File: src/sv/mpiq_pkg.sv
// Shared types, register map and constant tables of the MPEG-2 inverse quantiser.
`timescale 1ns / 1ps
package mpiq_pkg;

    typedef struct packed {
        logic signed [11:0] coef;
        logic               intra;
        logic [4:0]         scale_code;
    } mpiq_in_t;

    typedef struct packed {
        logic signed [11:0] value;
        logic               last;
    } mpiq_out_t;

    // Control carried from the sequencer into the reconstruction stage
    typedef struct packed {
        logic dc;
        logic intra;
        logic last;
        logic parity;
    } mpiq_ctrl_t;

    localparam int unsigned APB_ADDR_W = 3;
    localparam int unsigned APB_DATA_W = 32;

    // Register indexes, selected by paddr[2]
    localparam logic REG_NONLINEAR = 1'b0;
    localparam logic REG_DC_PREC   = 1'b1;

    localparam logic signed [11:0] VALUE_MAX = 12'sd2047;
    localparam logic signed [11:0] VALUE_MIN = -12'sd2048;

    localparam logic [6:0] FLAT_WEIGHT = 7'd16;

    localparam logic [6:0] INTRA_WEIGHT [64] = '{
        7'd8,  7'd16, 7'd19, 7'd22, 7'd26, 7'd27, 7'd29, 7'd34,
        7'd16, 7'd16, 7'd22, 7'd24, 7'd27, 7'd29, 7'd34, 7'd37,
        7'd19, 7'd22, 7'd26, 7'd27, 7'd29, 7'd34, 7'd34, 7'd38,
        7'd22, 7'd22, 7'd26, 7'd27, 7'd29, 7'd34, 7'd37, 7'd40,
        7'd22, 7'd26, 7'd27, 7'd29, 7'd32, 7'd35, 7'd40, 7'd48,
        7'd26, 7'd27, 7'd29, 7'd32, 7'd35, 7'd40, 7'd48, 7'd58,
        7'd26, 7'd27, 7'd29, 7'd34, 7'd38, 7'd46, 7'd56, 7'd69,
        7'd27, 7'd29, 7'd35, 7'd38, 7'd46, 7'd56, 7'd69, 7'd83
    };

    localparam logic [6:0] NONLINEAR_SCALE [32] = '{
        7'd0,  7'd1,  7'd2,  7'd3,  7'd4,  7'd5,  7'd6,   7'd7,
        7'd8,  7'd10, 7'd12, 7'd14, 7'd16, 7'd18, 7'd20,  7'd22,
        7'd24, 7'd28, 7'd32, 7'd36, 7'd40, 7'd44, 7'd48,  7'd52,
        7'd56, 7'd64, 7'd72, 7'd80, 7'd88, 7'd96, 7'd104, 7'd112
    };

endpackage

File: src/sv/mpiq_recon.sv
// Divide with truncation toward zero (DC undivided), 12-bit saturation and mismatch control.
`timescale 1ns / 1ps
module mpiq_recon
    import mpiq_pkg::*;
(
    input  logic signed [27:0] product,
    input  mpiq_ctrl_t         ctrl,
    output logic signed [11:0] value,
    output logic               parity_out
);

    logic               neg;
    logic signed [27:0] biased;
    logic signed [27:0] quot;
    logic signed [11:0] sat;
    logic               parity_new;

    always_comb begin
        neg = product[27];
        // Bias negative values so the arithmetic shift truncates toward zero
        if (ctrl.dc) begin
            biased = product;
            quot   = biased;
        end else if (ctrl.intra) begin
            biased = product + (neg ? 28'sd15 : 28'sd0);
            quot   = biased >>> 4;
        end else begin
            biased = product + (neg ? 28'sd31 : 28'sd0);
            quot   = biased >>> 5;
        end

        if (quot > 28'(VALUE_MAX)) begin
            sat = VALUE_MAX;
        end else if (quot < 28'(VALUE_MIN)) begin
            sat = VALUE_MIN;
        end else begin
            sat = quot[11:0];
        end

        parity_new = ctrl.parity ^ sat[0];
        // Even block sum: toggle the LSB of the last coefficient
        if (ctrl.last) begin
            value      = sat ^ {11'd0, ~parity_new};
            parity_out = 1'b0;
        end else begin
            value      = sat;
            parity_out = parity_new;
        end
    end

endmodule

File: src/sv/mpeg2_inverse_quantiser_unit.sv
// Top level of the MPEG-2 inverse quantiser: sequencer, shared multiplier, APB registers.
//
//  Channel  Ports                        Carries
//  -------  ---------------------------  ------------------------------------------
//  input    s_valid s_ready s_data       quantised coef, intra flag, scale code
//  result   m_valid m_ready m_data       saturated value, last-of-block flag
//  config   psel penable pwrite paddr    nonlinear_scale at 0x0, dc_precision at 0x4
//           pwdata prdata pready
//
// Each coefficient goes through one multiplier pass at acceptance (coefficient by weight),
// a second pass (by quantiser scale), then reconstruction into the output register.
// Both passes use the single shared multiplier.
// Synchronous active-low reset clears position, parity, registers and the output valid.
// A stalled result holds the sequencer in its final step; input is taken while the
// previous result still waits.
`timescale 1ns / 1ps
module mpeg2_inverse_quantiser_unit
    import mpiq_pkg::*;
(
    input  logic                  aclk,
    input  logic                  aresetn,

    input  logic                  s_valid,
    output logic                  s_ready,
    input  mpiq_in_t              s_data,

    output logic                  m_valid,
    input  logic                  m_ready,
    output mpiq_out_t             m_data,

    input  logic                  psel,
    input  logic                  penable,
    input  logic                  pwrite,
    input  logic [APB_ADDR_W-1:0] paddr,
    input  logic [APB_DATA_W-1:0] pwdata,
    output logic [APB_DATA_W-1:0] prdata,
    output logic                  pready
);

    typedef enum logic [2:0] {
        ST_IDLE = 3'b001,
        ST_MUL  = 3'b010,
        ST_FIN  = 3'b100
    } state_t;

    state_t             state_reg, state_next;
    logic               nonlinear_reg;
    logic [1:0]         dc_prec_reg;
    logic [5:0]         position_reg;
    logic               parity_reg;

    logic signed [19:0] p1_reg;
    logic signed [27:0] p2_reg;
    logic [6:0]         qs_reg, qs_next;
    mpiq_ctrl_t         ctrl_reg, ctrl_next;

    logic               m_valid_reg;
    mpiq_out_t          m_data_reg;

    logic               in_take;
    logic               out_load;
    logic               cfg_write;
    logic               is_dc;
    logic signed [13:0] coef_x;
    logic signed [13:0] op_a1;
    logic [6:0]         op_b1;
    logic signed [19:0] mul_a;
    logic [6:0]         mul_b;
    logic signed [28:0] product;
    logic signed [11:0] recon_value;
    logic               recon_parity;

    assign in_take   = s_valid && s_ready;
    assign s_ready   = (state_reg == ST_IDLE);
    assign out_load  = (state_reg == ST_FIN) && (!m_valid_reg || m_ready);
    assign cfg_write = psel && penable && pwrite && pready;
    assign pready    = 1'b1;
    assign m_valid   = m_valid_reg;
    assign m_data    = m_data_reg;

    always_comb begin
        prdata = '0;
        case (paddr[2])
            REG_NONLINEAR: prdata = {{(APB_DATA_W-1){1'b0}}, nonlinear_reg};
            REG_DC_PREC:   prdata = {{(APB_DATA_W-2){1'b0}}, dc_prec_reg};
            default:       prdata = '0;
        endcase
    end

    // First multiplier operands, formed straight from the incoming transaction
    always_comb begin
        is_dc  = s_data.intra && (position_reg == 6'd0);
        coef_x = {{2{s_data.coef[11]}}, s_data.coef};
        if (s_data.intra || s_data.coef == 12'sd0) begin
            op_a1 = coef_x;
        end else if (s_data.coef[11]) begin
            op_a1 = (coef_x <<< 1) - 14'sd1;
        end else begin
            op_a1 = (coef_x <<< 1) + 14'sd1;
        end

        if (is_dc) begin
            op_b1 = 7'(4'd8 >> dc_prec_reg);
        end else if (s_data.intra) begin
            op_b1 = INTRA_WEIGHT[position_reg];
        end else begin
            op_b1 = FLAT_WEIGHT;
        end

        // DC passes through the second multiply unscaled
        if (is_dc) begin
            qs_next = 7'd1;
        end else if (nonlinear_reg) begin
            qs_next = NONLINEAR_SCALE[s_data.scale_code];
        end else begin
            qs_next = {1'b0, s_data.scale_code, 1'b0};
        end

        ctrl_next.dc     = is_dc;
        ctrl_next.intra  = s_data.intra;
        ctrl_next.last   = (position_reg == 6'd63);
        ctrl_next.parity = parity_reg;
    end

    // Shared multiplier
    always_comb begin
        if (state_reg == ST_MUL) begin
            mul_a = p1_reg;
            mul_b = qs_reg;
        end else begin
            mul_a = {{6{op_a1[13]}}, op_a1};
            mul_b = op_b1;
        end
        product = mul_a * $signed({1'b0, mul_b});
    end

    mpiq_recon u_recon (
        .product    (p2_reg),
        .ctrl       (ctrl_reg),
        .value      (recon_value),
        .parity_out (recon_parity)
    );

    always_comb begin
        state_next = state_reg;
        case (state_reg)
            ST_IDLE: if (in_take)  state_next = ST_MUL;
            ST_MUL:                state_next = ST_FIN;
            ST_FIN:  if (out_load) state_next = ST_IDLE;
            default:               state_next = ST_IDLE;
        endcase
    end

    always_ff @(posedge aclk) begin
        if (!aresetn) begin
            state_reg     <= ST_IDLE;
            nonlinear_reg <= 1'b0;
            dc_prec_reg   <= 2'd0;
            position_reg  <= 6'd0;
            parity_reg    <= 1'b0;
            m_valid_reg   <= 1'b0;
        end else begin
            state_reg <= state_next;
            if (cfg_write) begin
                case (paddr[2])
                    REG_NONLINEAR: nonlinear_reg <= pwdata[0];
                    REG_DC_PREC:   dc_prec_reg   <= pwdata[1:0];
                    default:       nonlinear_reg <= nonlinear_reg;
                endcase
            end
            if (out_load) begin
                m_valid_reg  <= 1'b1;
                position_reg <= position_reg + 6'd1;
                parity_reg   <= recon_parity;
            end else if (m_ready) begin
                m_valid_reg <= 1'b0;
            end
        end
    end

    always_ff @(posedge aclk) begin
        if (in_take) begin
            p1_reg   <= product[19:0];
            qs_reg   <= qs_next;
            ctrl_reg <= ctrl_next;
        end
        if (state_reg == ST_MUL) begin
            p2_reg <= product[27:0];
        end
        if (out_load) begin
            m_data_reg.value <= recon_value;
            m_data_reg.last  <= ctrl_reg.last;
        end
    end

endmodule

File: config.mk
export PLATFORM = sky130hd
export DESIGN_NAME = mpeg2_inverse_quantiser_unit
export DESIGN_NICKNAME = d
export VERILOG_FILES = /design/src/sv/mpiq_pkg.sv /design/src/sv/mpiq_recon.sv /design/src/sv/mpeg2_inverse_quantiser_unit.sv
export SDC_FILE = /design/constraint.sdc
export NUM_CORES = 1
export LEC_CHECK = 0
export BUFFER_PORTS_ARGS = -buffer_cell sky130_fd_sc_hd__buf_2
export CAP_MARGIN = 30
export CORE_MARGIN = 2
export CORE_UTILIZATION = 45
export DETAILED_ROUTE_END_ITERATION = 16
export GPL_TIMING_DRIVEN = 0
export SETUP_SLACK_MARGIN = 0.3
export SYNTH_ARGS = -nofsm -noshare
export SYNTH_HDL_FRONTEND = slang
export SYNTH_HIERARCHICAL = 1
export SYNTH_SLANG_ARGS = --single-unit
File: constraint.sdc
create_clock -name aclk -period 9.49 [get_ports aclk]
set_clock_uncertainty 0.05 [all_clocks]
set_input_delay 1.898 -clock aclk [delete_from_list [all_inputs] [get_ports aclk]]
set_output_delay 1.898 -clock aclk [all_outputs]
set_load 0.01 [all_outputs]
# Word-level counts from Yosys, hierarchy flattened
# Memories as Yosys holds them, arrays and structs flattened.
# Index checks and enable logic that the tools add are counted.
[word_totals] reg_bits=86 rom_bits=672 in_bits=60 output_inout_bits=48 wordCells=82 memories=2
[mem_list] memory="(no name shown)" depth=64 word_bits=7 rd=1 rd_ports_with_merged_regs=0 wr=0 line_no="mpeg2_inverse_quantiser_unit.sv:105" text="op_b1 = INTRA_WEIGHT[position_reg];"
[mem_list] memory="(no name shown)" depth=32 word_bits=7 rd=1 rd_ports_with_merged_regs=0 wr=0 line_no="mpeg2_inverse_quantiser_unit.sv:114" text="qs_next = NONLINEAR_SCALE[s_data.scale_code];"
[classes] addsub=5 mul=1 order_cmp=4 eq_ne=6 shifts=1 mux=25 bitwise_logic=7 n_reduce_logical=15
[op_table] operator="case mux 32 bit (2 select lines)" n=1
[op_table] operator="adder 28 bit" n=2
[op_table] operator="two-way mux 28 bit" n=2
[op_table] operator="two-way mux 7 bit" n=7
[op_table] operator="two-way mux 12 bit" n=3
[op_table] operator="> comparator 28 x 12 -> 1 bit, second input constant" n=1
[op_table] operator="less-than comparator 28 x 12 -> 1 bit, second input constant" n=1
[op_table] operator="multiplier 20 x 8 -> 28 bit" n=1
[op_table] operator="two-way mux 14 bit" n=2
[op_table] operator="two-way mux 20 bit" n=1
[op_table] operator="adder 13 x 2 -> 14 bit, second input constant" n=1
[op_table] operator="subtractor 13 x 2 -> 14 bit, second input constant" n=1
[op_table] operator="zero test 12 bit" n=1
[op_table] operator="bitwise XOR 12 x 1 -> 12 bit" n=1
[op_table] operator="case mux 3 bit (3 select lines)" n=1
[op_table] operator="greater-or-equal comparator 7 bit, second input constant" n=1
[op_table] operator="NOT 6 -> 7 bit" n=1
[op_table] operator=">> shifter 4 x 2 -> 7 bit, first input constant" n=1
[op_table] operator="adder 6 x 1 -> 6 bit, second input constant" n=1
[op_table] operator="equality test 6 bit, second input constant" n=1
[op_table] operator="greater-or-equal comparator 6 bit, second input constant" n=1
[op_table] operator="zero test 6 bit" n=1
[op_table] operator="two-way mux 3 bit" n=2
[op_table] operator="two-way mux 6 bit" n=1
[op_table] operator="17 further kinds" n=28

# Logic depth before layout (Yosys ltp)
# Gate-level depths: netlist of run 1.
[depth] word_depth=11 mapped_depth=26

# By module
# The synthesis of run 1 kept the hierarchy.
[by_module_without_submodules] module="mpeg2_inverse_quantiser_unit" instances=1 cells_per_inst=1093 area_per_inst_um2=10009.6
[by_module_without_submodules] module="mpiq_recon" instances=1 cells_per_inst=279 area_per_inst_um2=1766.7

# Least setup slack after synthesis of run 1
# No wires, ideal clock.
[synth_path] path_kind="input to register" startpoint="input port s_data[6] (netlist name)" endpoint="register p1_reg[18], data pin" setup_ns=0.274 arrival_ns=6.989 path_slack_ns=2.177 cell_stages=22 path_cell_list="inv_1 > ha_1 > nor2b_1 > a41oi_2 > buf_4 > a211oi_1 > a21oi_1 > or2_1 > fa_1 > inv_1 > fa_1 > fa_1 > inv_1 > fa_1 > inv_1 > ha_1 > o21a_1 > o2111a_1 > o31a_1 > nor3_2 > o21ai_0 > xor2_1"
[synth_between] elab_chain_cells=5 word_cells_on_any_way=8 cone_classes="add/sub: 2; mul: 1; mux: 3; reduce/logical: 2"
[synth_rtl] element="start: declaration" line_no="mpeg2_inverse_quantiser_unit.sv:25" text="input mpiq_in_t s_data,"
[synth_rtl] element="adder 13 x 2 -> 14 bit, or another cell as far along" line_no="mpeg2_inverse_quantiser_unit.sv:99" text="op_a1 = (coef_x <<< 1) + 14'sd1;"
[synth_rtl] element="two-way mux 14 bit or logical OR 1 bit (tied branches)" line_no="mpeg2_inverse_quantiser_unit.sv:96, mpeg2_inverse_quantiser_unit.sv:94"
[synth_rtl] element="two-way mux 14 bit *" line_no="mpeg2_inverse_quantiser_unit.sv:94" text="if (s_data.intra || s_data.coef == 12'sd0) begin"
[synth_rtl] element="two-way mux 20 bit *" line_no="mpeg2_inverse_quantiser_unit.sv:127" text="if (state_reg == ST_MUL) begin"
[synth_rtl] element="multiplier 20 x 8 -> 28 bit *" line_no="mpeg2_inverse_quantiser_unit.sv:134" text="product = mul_a * $signed({1'b0, mul_b});"
[synth_rtl] element="net product[18]" line_no="mpeg2_inverse_quantiser_unit.sv:69" text="logic signed [28:0] product;"
[synth_rtl] element="end signal: assignment" line_no="mpeg2_inverse_quantiser_unit.sv:183" text="p1_reg <= product[19:0];"
[synth_rtl] element="end: declaration" line_no="mpeg2_inverse_quantiser_unit.sv:52" text="logic signed [19:0] p1_reg;"
# The timed path passes the listed nets; every way through them passes the cells marked *.
# A chain may end at the register's enable or synchronous reset.

# Worst setup path in the final report of run 1
[layout_path] startpoint="input port s_data[6] (netlist name)" endpoint="register p2_reg[22], data pin"
[layout_between] elab_chain_cells=5 word_cells_on_any_way=8 cone_classes="add/sub: 2; mul: 1; mux: 3; reduce/logical: 2"
[layout_rtl] element="adder 13 x 2 -> 14 bit, or another cell as far along" line_no="mpeg2_inverse_quantiser_unit.sv:99"
[layout_rtl] element="two-way mux 14 bit or logical OR 1 bit (tied branches)" line_no="mpeg2_inverse_quantiser_unit.sv:96, mpeg2_inverse_quantiser_unit.sv:94"
[layout_rtl] element="two-way mux 14 bit *" line_no="mpeg2_inverse_quantiser_unit.sv:94"
[layout_rtl] element="two-way mux 20 bit *" line_no="mpeg2_inverse_quantiser_unit.sv:127"
[layout_rtl] element="multiplier 20 x 8 -> 28 bit *" line_no="mpeg2_inverse_quantiser_unit.sv:134"
[layout_rtl] element="net product[22]" line_no="mpeg2_inverse_quantiser_unit.sv:69"
[layout_rtl] element="end signal: assignment" line_no="mpeg2_inverse_quantiser_unit.sv:188" text="p2_reg <= product[27:0];"
[layout_rtl] element="end: declaration" line_no="mpeg2_inverse_quantiser_unit.sv:53" text="logic signed [27:0] p2_reg;"
# Marked as above.

==> metrics, run 1 <==
result of the run complete, no violations; count of flip-flops with a built-in enable after synthesis 72; antenna violations before repair 0; number of cells traversed by the worst hold path 0; total routed wirelength 31.1 mm; overall power 1.39 mW; Worst Path Class, Setup input port to flip-flop; timing-limited maximum frequency 124 MHz; Antenna Nets Post-Route 0; Critical path origin s_data[6]; Clk Tree Root Cell sky130_fd_sc_hd__clkbuf_16; maximum buffer depth of the clock tree 2; Starting Density 45.4%; width of the die 166 µm; final worst path period need 8.07 ns; DRC violation total after the first TritonRoute iteration 689; most frequent cells after synthesis sky130_fd_sc_hd__nor2_1 (186), sky130_fd_sc_hd__inv_1 (182), sky130_fd_sc_hd__fa_1 (106), sky130_fd_sc_hd__a21oi_1 (86), sky130_fd_sc_hd__ha_1 (80); Synth warnings 6; Slew HR 36.3%; nets@finish 1702; cells resized by post-CTS repair 0; total of fill cells in the finished design 2589; pin count of the biggest net entering global routing 38; unrepaired setup endpoints after global routing false; count of buffers from port buffering 43; fin. max-slew vios 0; hold buffers post-CTS 0; post-synthesis area per instance 8.58 µm²; min-delay src parity_reg$_SDFFE_PN0P_; CTS tree done; worst endpoint data arrival time 8.18 ns; critical path launch point type input port; Final setup viols 0; share of async-settable or async-resettable flops after synthesis 0%; register area share after synthesis 20.7%; growth of design area from synthesis to finish 9.17%; core box area 25900 µm²; cells after synthesis 1372; first-pass iteration count of the detailed router 5; Power Density 108 nW/µm²; Yosys top cell by area sky130_fd_sc_hd__edfxtp_1; fraction of layout instances using a drive strength above 1 11.5%; Critical Path Fanout Max 10; most used flip-flop cell after synthesis sky130_fd_sc_hd__edfxtp_1; clock latency reported for the late side of the worst-skew pair 0.35 ns; RR Startpoint position_reg[0]$_SDFFE_PN0P_; global placer's final weighted congestion 0.927; crit share post-route 85.0%; via count of the first global-routing pass 9705; area of the die 27500 µm²; detailed-route wire length per cell 17.3 µm; TritonCTS Buffers 9; Die Ht 166 µm; clock input transition at the sequential cells of the worst setup and hold paths 0.07 ns; Sink Count 86; VDD IR-drop max 0.0927 mV; count of different cell masters after synthesis 91; most repeated cell in the gate-level netlist after synthesis sky130_fd_sc_hd__nor2_1; final total negative setup slack 0 ns; number of H-tree branching levels 3; worst hold path class flip-flop to flip-flop; wire length of the first global-routing pass 51.3 mm; count of maximum capacitance violations 0; via density per instance 5.53; post-synthesis cell area 11800 µm²; flip-flop count of the largest register, all copies and words added 28; total track usage 23.0%; row cnt 59; final global-route overflow total 0; total vias in the final route 9937; Worst Hold Path EP ctrl_reg[0]$_DFFE_PP_; HPWL after DPL 25.2 mm; worst-case reg-to-reg path depth 25; number of DRC violations after detailed routing 0; required time worst endpoint 9.60 ns; antenna diode count 0; Critical Path End Type flip-flop; Seq cells post-synth 86; worst slew pin tran 0.956 ns; leakage power figure 5.63 nW; reg-to-reg slack, setup 2.06 ns; RR Endpoint p2_reg[27]$_DFFE_PP_; ports placed on the boundary 108; final hold violation count 0; post-CTS setup buffers 0; Yosys top cell area share 18.4%; cells taking the most area after synthesis sky130_fd_sc_hd__edfxtp_1 (18%), sky130_fd_sc_hd__fa_1 (18%), sky130_fd_sc_hd__ha_1 (8.5%)
-- critical path: stages --
cell	delay, ns
sky130_fd_sc_hd__buf_2	0.12
sky130_fd_sc_hd__inv_1	0.10
sky130_fd_sc_hd__ha_1	0.20
sky130_fd_sc_hd__nor2b_1	0.16
sky130_fd_sc_hd__a41oi_2	0.48
sky130_fd_sc_hd__buf_4	0.28
sky130_fd_sc_hd__a211oi_2	0.08
sky130_fd_sc_hd__a21oi_1	0.66
sky130_fd_sc_hd__nor2_1	0.14
sky130_fd_sc_hd__fa_1	0.58
sky130_fd_sc_hd__fa_1	0.45
sky130_fd_sc_hd__fa_1	0.55
sky130_fd_sc_hd__inv_1	0.05
sky130_fd_sc_hd__fa_1	0.54
sky130_fd_sc_hd__inv_1	0.06
sky130_fd_sc_hd__ha_1	0.40
sky130_fd_sc_hd__a211o_1	0.34
sky130_fd_sc_hd__o31a_1	0.29
sky130_fd_sc_hd__nor3_2	0.29
sky130_fd_sc_hd__o21ai_0	0.19
sky130_fd_sc_hd__a311oi_1	0.31
-- stage by stage --
| step | utilization, % | hold WS [ns] | cells | worst slack, ns | instance area (µm²) |
|---|---|---|---|---|---|
| global placement | 48.3 | 0.385 | 1779 | 1.10 | 12500 |
| finish | 49.6 | 0.401 | 1796 | 1.42 | 12900 |
| floorplan | - | 0.358 | 1401 | 2.18 | 11900 |
| detailed placement | 48.4 | 0.383 | 1780 | 1.13 | 12500 |
| CTS | 49.6 | 0.411 | 1796 | 1.49 | 12900 |
| global route | 49.6 | 0.422 | 1796 | 0.945 | 12900 |
-- worst max path at each step --
stage                            to  slack, ns  depth (start not counted)
6_report       p2_reg[22]$_DFFE_PP_       1.42                         21
5_1_grt        p2_reg[21]$_DFFE_PP_       0.94                         23
4_1_cts        p2_reg[22]$_DFFE_PP_       1.49                         21
3_5_place_dp   p2_reg[21]$_DFFE_PP_       1.13                         24
3_3_place_gp   p2_reg[22]$_DFFE_PP_       1.10                         21
2_1_floorplan  p1_reg[18]$_DFFE_PP_       2.18                         22
-- power breakdown --
part	switching, mW	leakage, nW	internal, mW	total [mW]
combinational	0.340	4.70	0.200	0.540
clock	0.148	0.148	0.231	0.379
sequential	0.0117	0.786	0.458	0.470
total	0.500	5.63	0.889	1.39
-- cell families after synthesis --
kind of cell               after synthesis  synth area share [%]
AOI/OAI and AO/OA                      283                  16.7
xor gates and xnor gates                58                  4.31
adders and majority gates              186                  26.5
buffers and inverters                  284                  10.7
DFF                                     86                  20.7
muxes                                   26                  2.41
other                                    2                0.0638
and+or+nand+nor                        447                  18.5
-- cells in the final DEF (no fill, tap or decap), drive strengths merged, types with 14 or more instances in the layout --
cell type and n:
a21oi 89, conb 31, xnor2 38, nand4 16
inv 186, xor2 20, nor3 15, nand2 73
a211oi 22, fa 106, o21ai 49, mux2i 19
clkbuf 42, edfxtp 72, nor2 186, nand2b 19
ha 80, nand3 32, buf 107, nor2b 14
dfxtp 14, or2 35
-- metal layers --
layer | GRT usage [%] | vias to the layer above | routed length, µm
li1 | - | 4760 | -
met1 | 33.2 | 4831 | 14400
met2 | 37.3 | 312 | 14500
met3 | 2.26 | 34 | 1740
met4 | 5.63 | 0 | 507
met5 | 0 | - | 0
-- final cells by class --
cell class / instances / area, µm² / area share, %
Tap cell: 335 / 419 / 3.26
Multi-Input combinational cell: 1031 / 8180 / 63.6
Timing Repair Buffer: 44 / 230 / 1.79
Clock buffer: 9 / 225 / 1.75
Clock inverter: 7 / 96.3 / 0.749
Buffer: 96 / 556 / 4.32
Inverter: 188 / 708 / 5.51
Sequential cell: 86 / 2440 / 19.0
No activity file was read; power rests on OpenSTA's default activity.
==> run 2, diff against run 1 <==
--- a/config.mk
+++ b/config.mk
@@ -11,7 +11,9 @@
 export CORE_UTILIZATION = 45
 export DETAILED_ROUTE_END_ITERATION = 16
 export GPL_TIMING_DRIVEN = 0
+export PLACE_DENSITY_LB_ADDON = 0.2
 export SETUP_SLACK_MARGIN = 0.3
+export SLEW_MARGIN = 10
 export SYNTH_ARGS = -nofsm -noshare
 export SYNTH_HDL_FRONTEND = slang
 export SYNTH_HIERARCHICAL = 1
==> run 2 against run 1 <==
Routed wire length fell by 1.6%. Setup slack improved by 0.0036 ns. Via count decreased by 0.72%. Power is 1.4% lower. Flip-flop and latch count unchanged. Non-clock buffer count decreased by 1. First-iteration DRC count is 15% lower. Critical path depth is the same. Critical endpoint unchanged. Highest routed layer unchanged.
==> metrics, run 2 (synthesized netlist as in run 1, its figures left out) <==
antenna violations before repair 0 (unchanged); Clk Tree Root Cell sky130_fd_sc_hd__clkbuf_16 (unchanged); hold buffers post-CTS 0 (unchanged); Critical path origin s_data[6] (unchanged); final global-route overflow total 0 (unchanged); Layout Cell Area excl Fill 12800 µm² (was 12900 µm²); count of maximum capacitance violations 0 (unchanged); leakage power figure 5.63 nW (about the same); VDD IR-drop max 0.0886 mV (was 0.0927 mV); via count of the first global-routing pass 9739 (was 9705); Sink Count 86 (unchanged); required time worst endpoint 9.60 ns (about the same); TritonCTS Buffers 9 (unchanged); standard cell with the maximum stage delay on the critical path sky130_fd_sc_hd__a21oi_1 (unchanged); critical path launch point type input port (unchanged); Critical Path Fanout Max 10 (unchanged); worst-case reg-to-reg path depth 25 (unchanged); RR Endpoint p2_reg[27]$_DFFE_PP_ (unchanged); area of the die 27500 µm² (unchanged); clock latency reported for the late side of the worst-skew pair 0.35 ns (about the same); cells resized by post-CTS repair 0 (unchanged); final hold violation count 0 (unchanged); fraction of layout instances using a drive strength above 1 11.4% (was 11.5%); cell seen most often among critical-path stages sky130_fd_sc_hd__fa_1 (unchanged); Worst Path Class, Setup input port to flip-flop (unchanged); post-CTS setup buffers 0 (unchanged); first-pass iteration count of the detailed router 5 (unchanged); delay of the slowest cell on the worst path 0.62 ns (was 0.66 ns); total routed wirelength 30.7 mm (was 31.1 mm); growth of design area from synthesis to finish 8.90% (was 9.17%); via density per instance 5.50 (was 5.53); worst hold path class flip-flop to flip-flop (unchanged); width of the die 166 µm (unchanged); Starting Density 45.4% (unchanged); DRC violation total after the first TritonRoute iteration 583 (was 689); list of cells traversed by the critical path buf_2 > inv_1 > ha_1 > nor2b_1 > a41oi_2 > buf_4 > a211oi_2 > a21oi_1 > nor2_1 > fa_1 > fa_1 > fa_1 > inv_1 > fa_1 > inv_1 > ha_1 > a211o_1 > o31a_1 > nor3_2 > o21ai_0 > a311oi_1 (unchanged); fin. max-slew vios 0 (unchanged); ports placed on the boundary 108 (unchanged); total track usage 22.7% (was 23.0%); nets@finish 1701 (was 1702); maximum buffer depth of the clock tree 2 (unchanged); antenna diode count 0 (unchanged); post-route worst setup slack 1.43 ns (was 1.42 ns); overall power 1.37 mW (was 1.39 mW); flip-flop count of the largest register, all copies and words added 28 (unchanged); Antenna Nets Post-Route 0 (unchanged); placed cell count 1779 (was 1780); post-placement worst setup slack 1.16 ns (was 1.13 ns); clock input transition at the sequential cells of the worst setup and hold paths 0.06 ns (was 0.07 ns); CTS tree done (unchanged); reg-to-reg slack, setup 2.07 ns (was 2.06 ns); most frequent cells in the layout sky130_fd_sc_hd__nor2_1 (186), sky130_fd_sc_hd__inv_1 (182), sky130_fd_sc_hd__fa_1 (106) (unchanged); HPWL after DPL 24.7 mm (was 25.2 mm); detailed-route wire length per cell 17.1 µm (was 17.3 µm); number of H-tree branching levels 3 (unchanged); row cnt 59 (unchanged); pin count of the biggest net entering global routing 38 (unchanged); crit share post-route 85.0% (about the same); count of buffers from port buffering 43 (unchanged); worst endpoint data arrival time 8.18 ns (about the same); Power Density 107 nW/µm² (was 108 nW/µm²); worst hold-check slack 0.384 ns (was 0.401 ns); unrepaired setup endpoints after global routing false (unchanged); termination of the worst setup path p2_reg[22]$_DFFE_PP_ (unchanged); share of the core filled with cells 49.5% (was 49.6%); worst slew pin tran 0.953 ns (was 0.956 ns); Slew HR 34.8% (was 36.3%); final worst path period need 8.06 ns (was 8.07 ns); Critical Path End Type flip-flop (unchanged); total vias in the final route 9865 (was 9937); Post-DP Area 12500 µm² (about the same); global placer's final weighted congestion 0.900 (was 0.927); wire length of the first global-routing pass 51.0 mm (was 51.3 mm); timing-limited maximum frequency 124 MHz (about the same); Final setup viols 0 (unchanged); min-delay src parity_reg$_SDFFE_PN0P_ (unchanged); Die Ht 166 µm (unchanged); core box area 25900 µm² (unchanged); result of the run complete, no violations (unchanged); most common cell after layout, fill and taps aside sky130_fd_sc_hd__nor2_1 (unchanged); RR Startpoint position_reg[0]$_SDFFE_PN0P_ (unchanged); fin cells 1795 (was 1796); number of DRC violations after detailed routing 0 (unchanged); final total negative setup slack 0 ns (unchanged)
run 2: changes by cell type in the layout (fill, tap and decap cells not counted), sizes merged:
cell / change
clkinvlp: -3
bufinv: -1
clkbuf: +4
buf: -1
run 2: final cells by class:
cell class | count | area, µm²
Timing Repair Buffer | 43 | 215
Fill cell | 2571 | 13100
Buffer | 96 | 556
Sequential cell | 86 | 2440
Clock inverter | 3 | 43.8
Inverter | 188 | 708
Clock buffer | 13 | 260
Tap cell | 335 | 419
Multi-Input combinational cell | 1031 | 8180
run 2: how the worst min path moves through the flow:
stage / to / cells after the start
final: ctrl_reg[0]$_DFFE_PP_ / 0
after global routing: ctrl_reg[0]$_DFFE_PP_ / 0
after global placement: ctrl_reg[0]$_DFFE_PP_ / 0
after detailed placement: ctrl_reg[0]$_DFFE_PP_ / 0
after CTS: ctrl_reg[0]$_DFFE_PP_ / 0
after floorplan: ctrl_reg[0]$_DFFE_PP_ / 0
run 2: power by group:
group	switching (mW)	internal, mW
Clock	0.145	0.219
Sequential	0.0111	0.458
Combinational	0.336	0.198
Total	0.493	0.876
run 2: worst max-delay path, delay by kind of cell:
kind,cells,cell delay (ns)
AO/OA/AOI/OAI,7,2.30
AND/OR/NAND/NOR,3,0.60
adder cells (fa/ha/maj),6,2.73
buffers and inverters,5,0.62
run 2: metal layers:
metal / track usage (%) / part of all wire (%)
met1: 33.1 / 47
met2: 36.6 / 46
met3: 2.00 / 5.0
met4: 6.01 / 1.9
met5: 0 / 0
==> run 3, diff against run 2 <==
==> constraint.sdc (replaced) <==
create_clock -name aclk -period 7.2 [get_ports aclk]
set_clock_uncertainty 0.05 [all_clocks]
set_input_delay 1.44 -clock aclk [delete_from_list [all_inputs] [get_ports aclk]]
set_output_delay 1.44 -clock aclk [all_outputs]
set_load 0.01 [all_outputs]
==> run 3 against run 2 <==
Highest routed layer unchanged. Worst hold slack worse by 0.0013 ns. Critical path type unchanged. Non-clock buffer count is 23 higher. Clock-buffer cell count stayed put.
==> metrics, run 3 (synthesized netlist as in run 1, its figures left out) <==
via density per instance 5.55 (was 5.50); GRT met1 Usage 33.5% (was 33.1%); number of H-tree branching levels 3 (unchanged); count of buffers from port buffering 43 (unchanged); fraction of layout instances using a drive strength above 1 17.5% (was 11.4%); Power Density 141 nW/µm² (was 107 nW/µm²); total vias in the final route 10100 (was 9865); via count of the first global-routing pass 9789 (was 9739); Antenna Nets Post-Route 0 (unchanged); flip-flop count of the largest register, all copies and words added 28 (unchanged); maximum buffer depth of the clock tree 2 (unchanged); fin. max-slew vios 0 (unchanged); nets@finish 1724 (was 1701); Critical Path Fanout Max 10 (unchanged); delay of the slowest cell on the worst path 0.58 ns (was 0.62 ns); required time worst endpoint 7.24 ns (was 9.60 ns); peak-usage layer in the global routing report met2 (unchanged); Slew HR 34.4% (was 34.8%); overall power 1.89 mW (was 1.37 mW); antenna diode count 0 (unchanged); CTS tree done (unchanged); HPWL after DPL 24.7 mm (unchanged); total routed wirelength 31.4 mm (was 30.7 mm); Starting Density 45.4% (unchanged); timing-limited maximum frequency 147 MHz; Layout Cell Area excl Fill 13500 µm² (was 12800 µm²); area of the die 27500 µm² (unchanged); met3 track utilization from global routing 2.29% (was 2.00%); TritonCTS Buffers 9 (unchanged); Die Ht 166 µm (unchanged); most common cell after layout, fill and taps aside sky130_fd_sc_hd__nor2_1 (unchanged); ports placed on the boundary 108 (unchanged); total track usage 23.0% (was 22.7%); count of maximum capacitance violations 0 (unchanged); Critical Path End Type flip-flop (unchanged); Worst Path Class, Setup input port to flip-flop (unchanged); worst slew pin tran 0.976 ns (was 0.953 ns); result of the run complete, no violations (unchanged); clock latency reported for the late side of the worst-skew pair 0.35 ns (about the same); core box area 25900 µm² (unchanged); list of cells traversed by the critical path buf_2 > buf_6 > or3b_4 > nor4_4 > xnor2_2 > a211oi_4 > a21oi_4 > nor2_1 > fa_1 > fa_1 > fa_1 > inv_1 > fa_1 > inv_1 > ha_1 > a21oi_1 > o2111ai_1 > o21a_2 > o22a_1 > xor2_1 (was buf_2 > inv_1 > ha_1 > nor2b_1 > a41oi_2 > buf_4 > a211oi_2 > a21oi_1 > nor2_1 > fa_1 > fa_1 > fa_1 > inv_1 > fa_1 > inv_1 > ha_1 > a211o_1 > o31a_1 > nor3_2 > o21ai_0 > a311oi_1); unrepaired setup endpoints after global routing false (unchanged); worst endpoint data arrival time 6.85 ns (was 8.18 ns); met2 track demand over resource in global routing 36.6% (about the same); first-pass iteration count of the detailed router 5 (unchanged); final hold violation count 0 (unchanged); standard cell with the maximum stage delay on the critical path sky130_fd_sc_hd__fa_1 (was sky130_fd_sc_hd__a21oi_1); Clk Tree Root Cell sky130_fd_sc_hd__clkbuf_16 (unchanged); final global-route overflow total 0 (unchanged); wire length of the first global-routing pass 51.4 mm (was 51.0 mm); final worst path period need 6.80 ns; row cnt 59 (unchanged); Post-DP Area 12500 µm² (unchanged); worst hold path class flip-flop to flip-flop (unchanged); growth of design area from synthesis to finish 14.4% (was 8.90%); crit share post-route 94.5%; clock input transition at the sequential cells of the worst setup and hold paths 0.06 ns (about the same); VDD IR-drop max 0.119 mV (was 0.0886 mV); most frequent cells in the layout sky130_fd_sc_hd__nor2_1 (182), sky130_fd_sc_hd__inv_1 (176), sky130_fd_sc_hd__fa_1 (104) (was sky130_fd_sc_hd__nor2_1 (186), sky130_fd_sc_hd__inv_1 (182), sky130_fd_sc_hd__fa_1 (106)); detailed-route wire length per cell 17.3 µm (was 17.1 µm); DRC violation total after the first TritonRoute iteration 611 (was 583); antenna violations before repair 0 (unchanged); Sink Count 86 (unchanged); pin count of the biggest net entering global routing 38 (unchanged); leakage power figure 5.82 nW (was 5.63 nW); cell seen most often among critical-path stages sky130_fd_sc_hd__fa_1 (unchanged); width of the die 166 µm (unchanged); Final setup viols 0 (unchanged); critical path launch point type input port (unchanged); global placer's final weighted congestion 0.900 (unchanged); number of DRC violations after detailed routing 0 (unchanged)
[run 3: changes by cell type in the layout (fill, tap and decap cells not counted), moves of 7 or more]
cell                      before  now
sky130_fd_sc_hd__buf_4        38   60
sky130_fd_sc_hd__a21oi_1      86   69
sky130_fd_sc_hd__a21oi_2       3   14
sky130_fd_sc_hd__ha_1         80   70
sky130_fd_sc_hd__buf_2        65   58
[run 3: cell type report]
cell class | instances | area (µm²)
Multi-Input combinational cell | 1031 | 8580
Fill cell | 2498 | 12400
Clock buffer | 13 | 260
Buffer | 96 | 594
Tap cell | 335 | 419
Timing Repair Buffer | 66 | 413
Sequential cell | 86 | 2440
Clock inverter | 3 | 43.8
Inverter | 188 | 718
[run 3: final timing paths]
check                               startpoint                     to  slack [ns]  depth (start not counted)
setup / recovery                    s_data[17]   p2_reg[25]$_DFFE_PP_        0.40                         20
hold / removal         parity_reg$_SDFFE_PN0P_  ctrl_reg[0]$_DFFE_PP_        0.38                          0
hold reg to reg        parity_reg$_SDFFE_PN0P_  ctrl_reg[0]$_DFFE_PP_        0.38                          0
setup reg to reg  position_reg[1]$_SDFFE_PN0P_   p2_reg[25]$_DFFE_PP_        0.59                         26
[run 3: through the flow]
stage	worst slack (ns)	hold WS, ns	TNS, ns	cells	util (%)
floorplan	0.345	0.358	0	1401	-
global placement	-0.737	0.363	-13.87	1779	48.3
detailed placement	-0.668	0.378	-12.55	1779	48.3
CTS	0.299	0.394	0	1803	50.6
global route	0.251	0.406	0	1818	52.0
finish	0.396	0.383	0	1818	52.0
[run 3: repair_timing]
action / 4_1_cts / 5_1_grt
endpoints found under the setup margin: 30 / 24
hold buffers: 0 / 0
pin swaps: 6 / 19
buffers inserted: 8 / 15
resized for setup: 49 / 81
[run 3: per-layer routing]
layer / wire, µm / up-vias
li1: - / 4804
met1: 14500 / 4894
met2: 14400 / 344
met3: 1790 / 49
met4: 736 / 0
met5: 0 / -
[run 3: critical path, delay by kind of cell]
family | cells | cell delay (ns)
compound gates | 6 | 1.44
xor+xnor | 2 | 0.35
simple gates | 3 | 0.75
buf+inv | 4 | 0.38
fa+ha+maj | 5 | 2.49
[run 3: power by group]
part	total (mW)	switching (mW)	internal (mW)
combinational	0.791	0.476	0.315
clock	0.479	0.190	0.289
sequential	0.624	0.0188	0.605
total	1.89	0.685	1.21
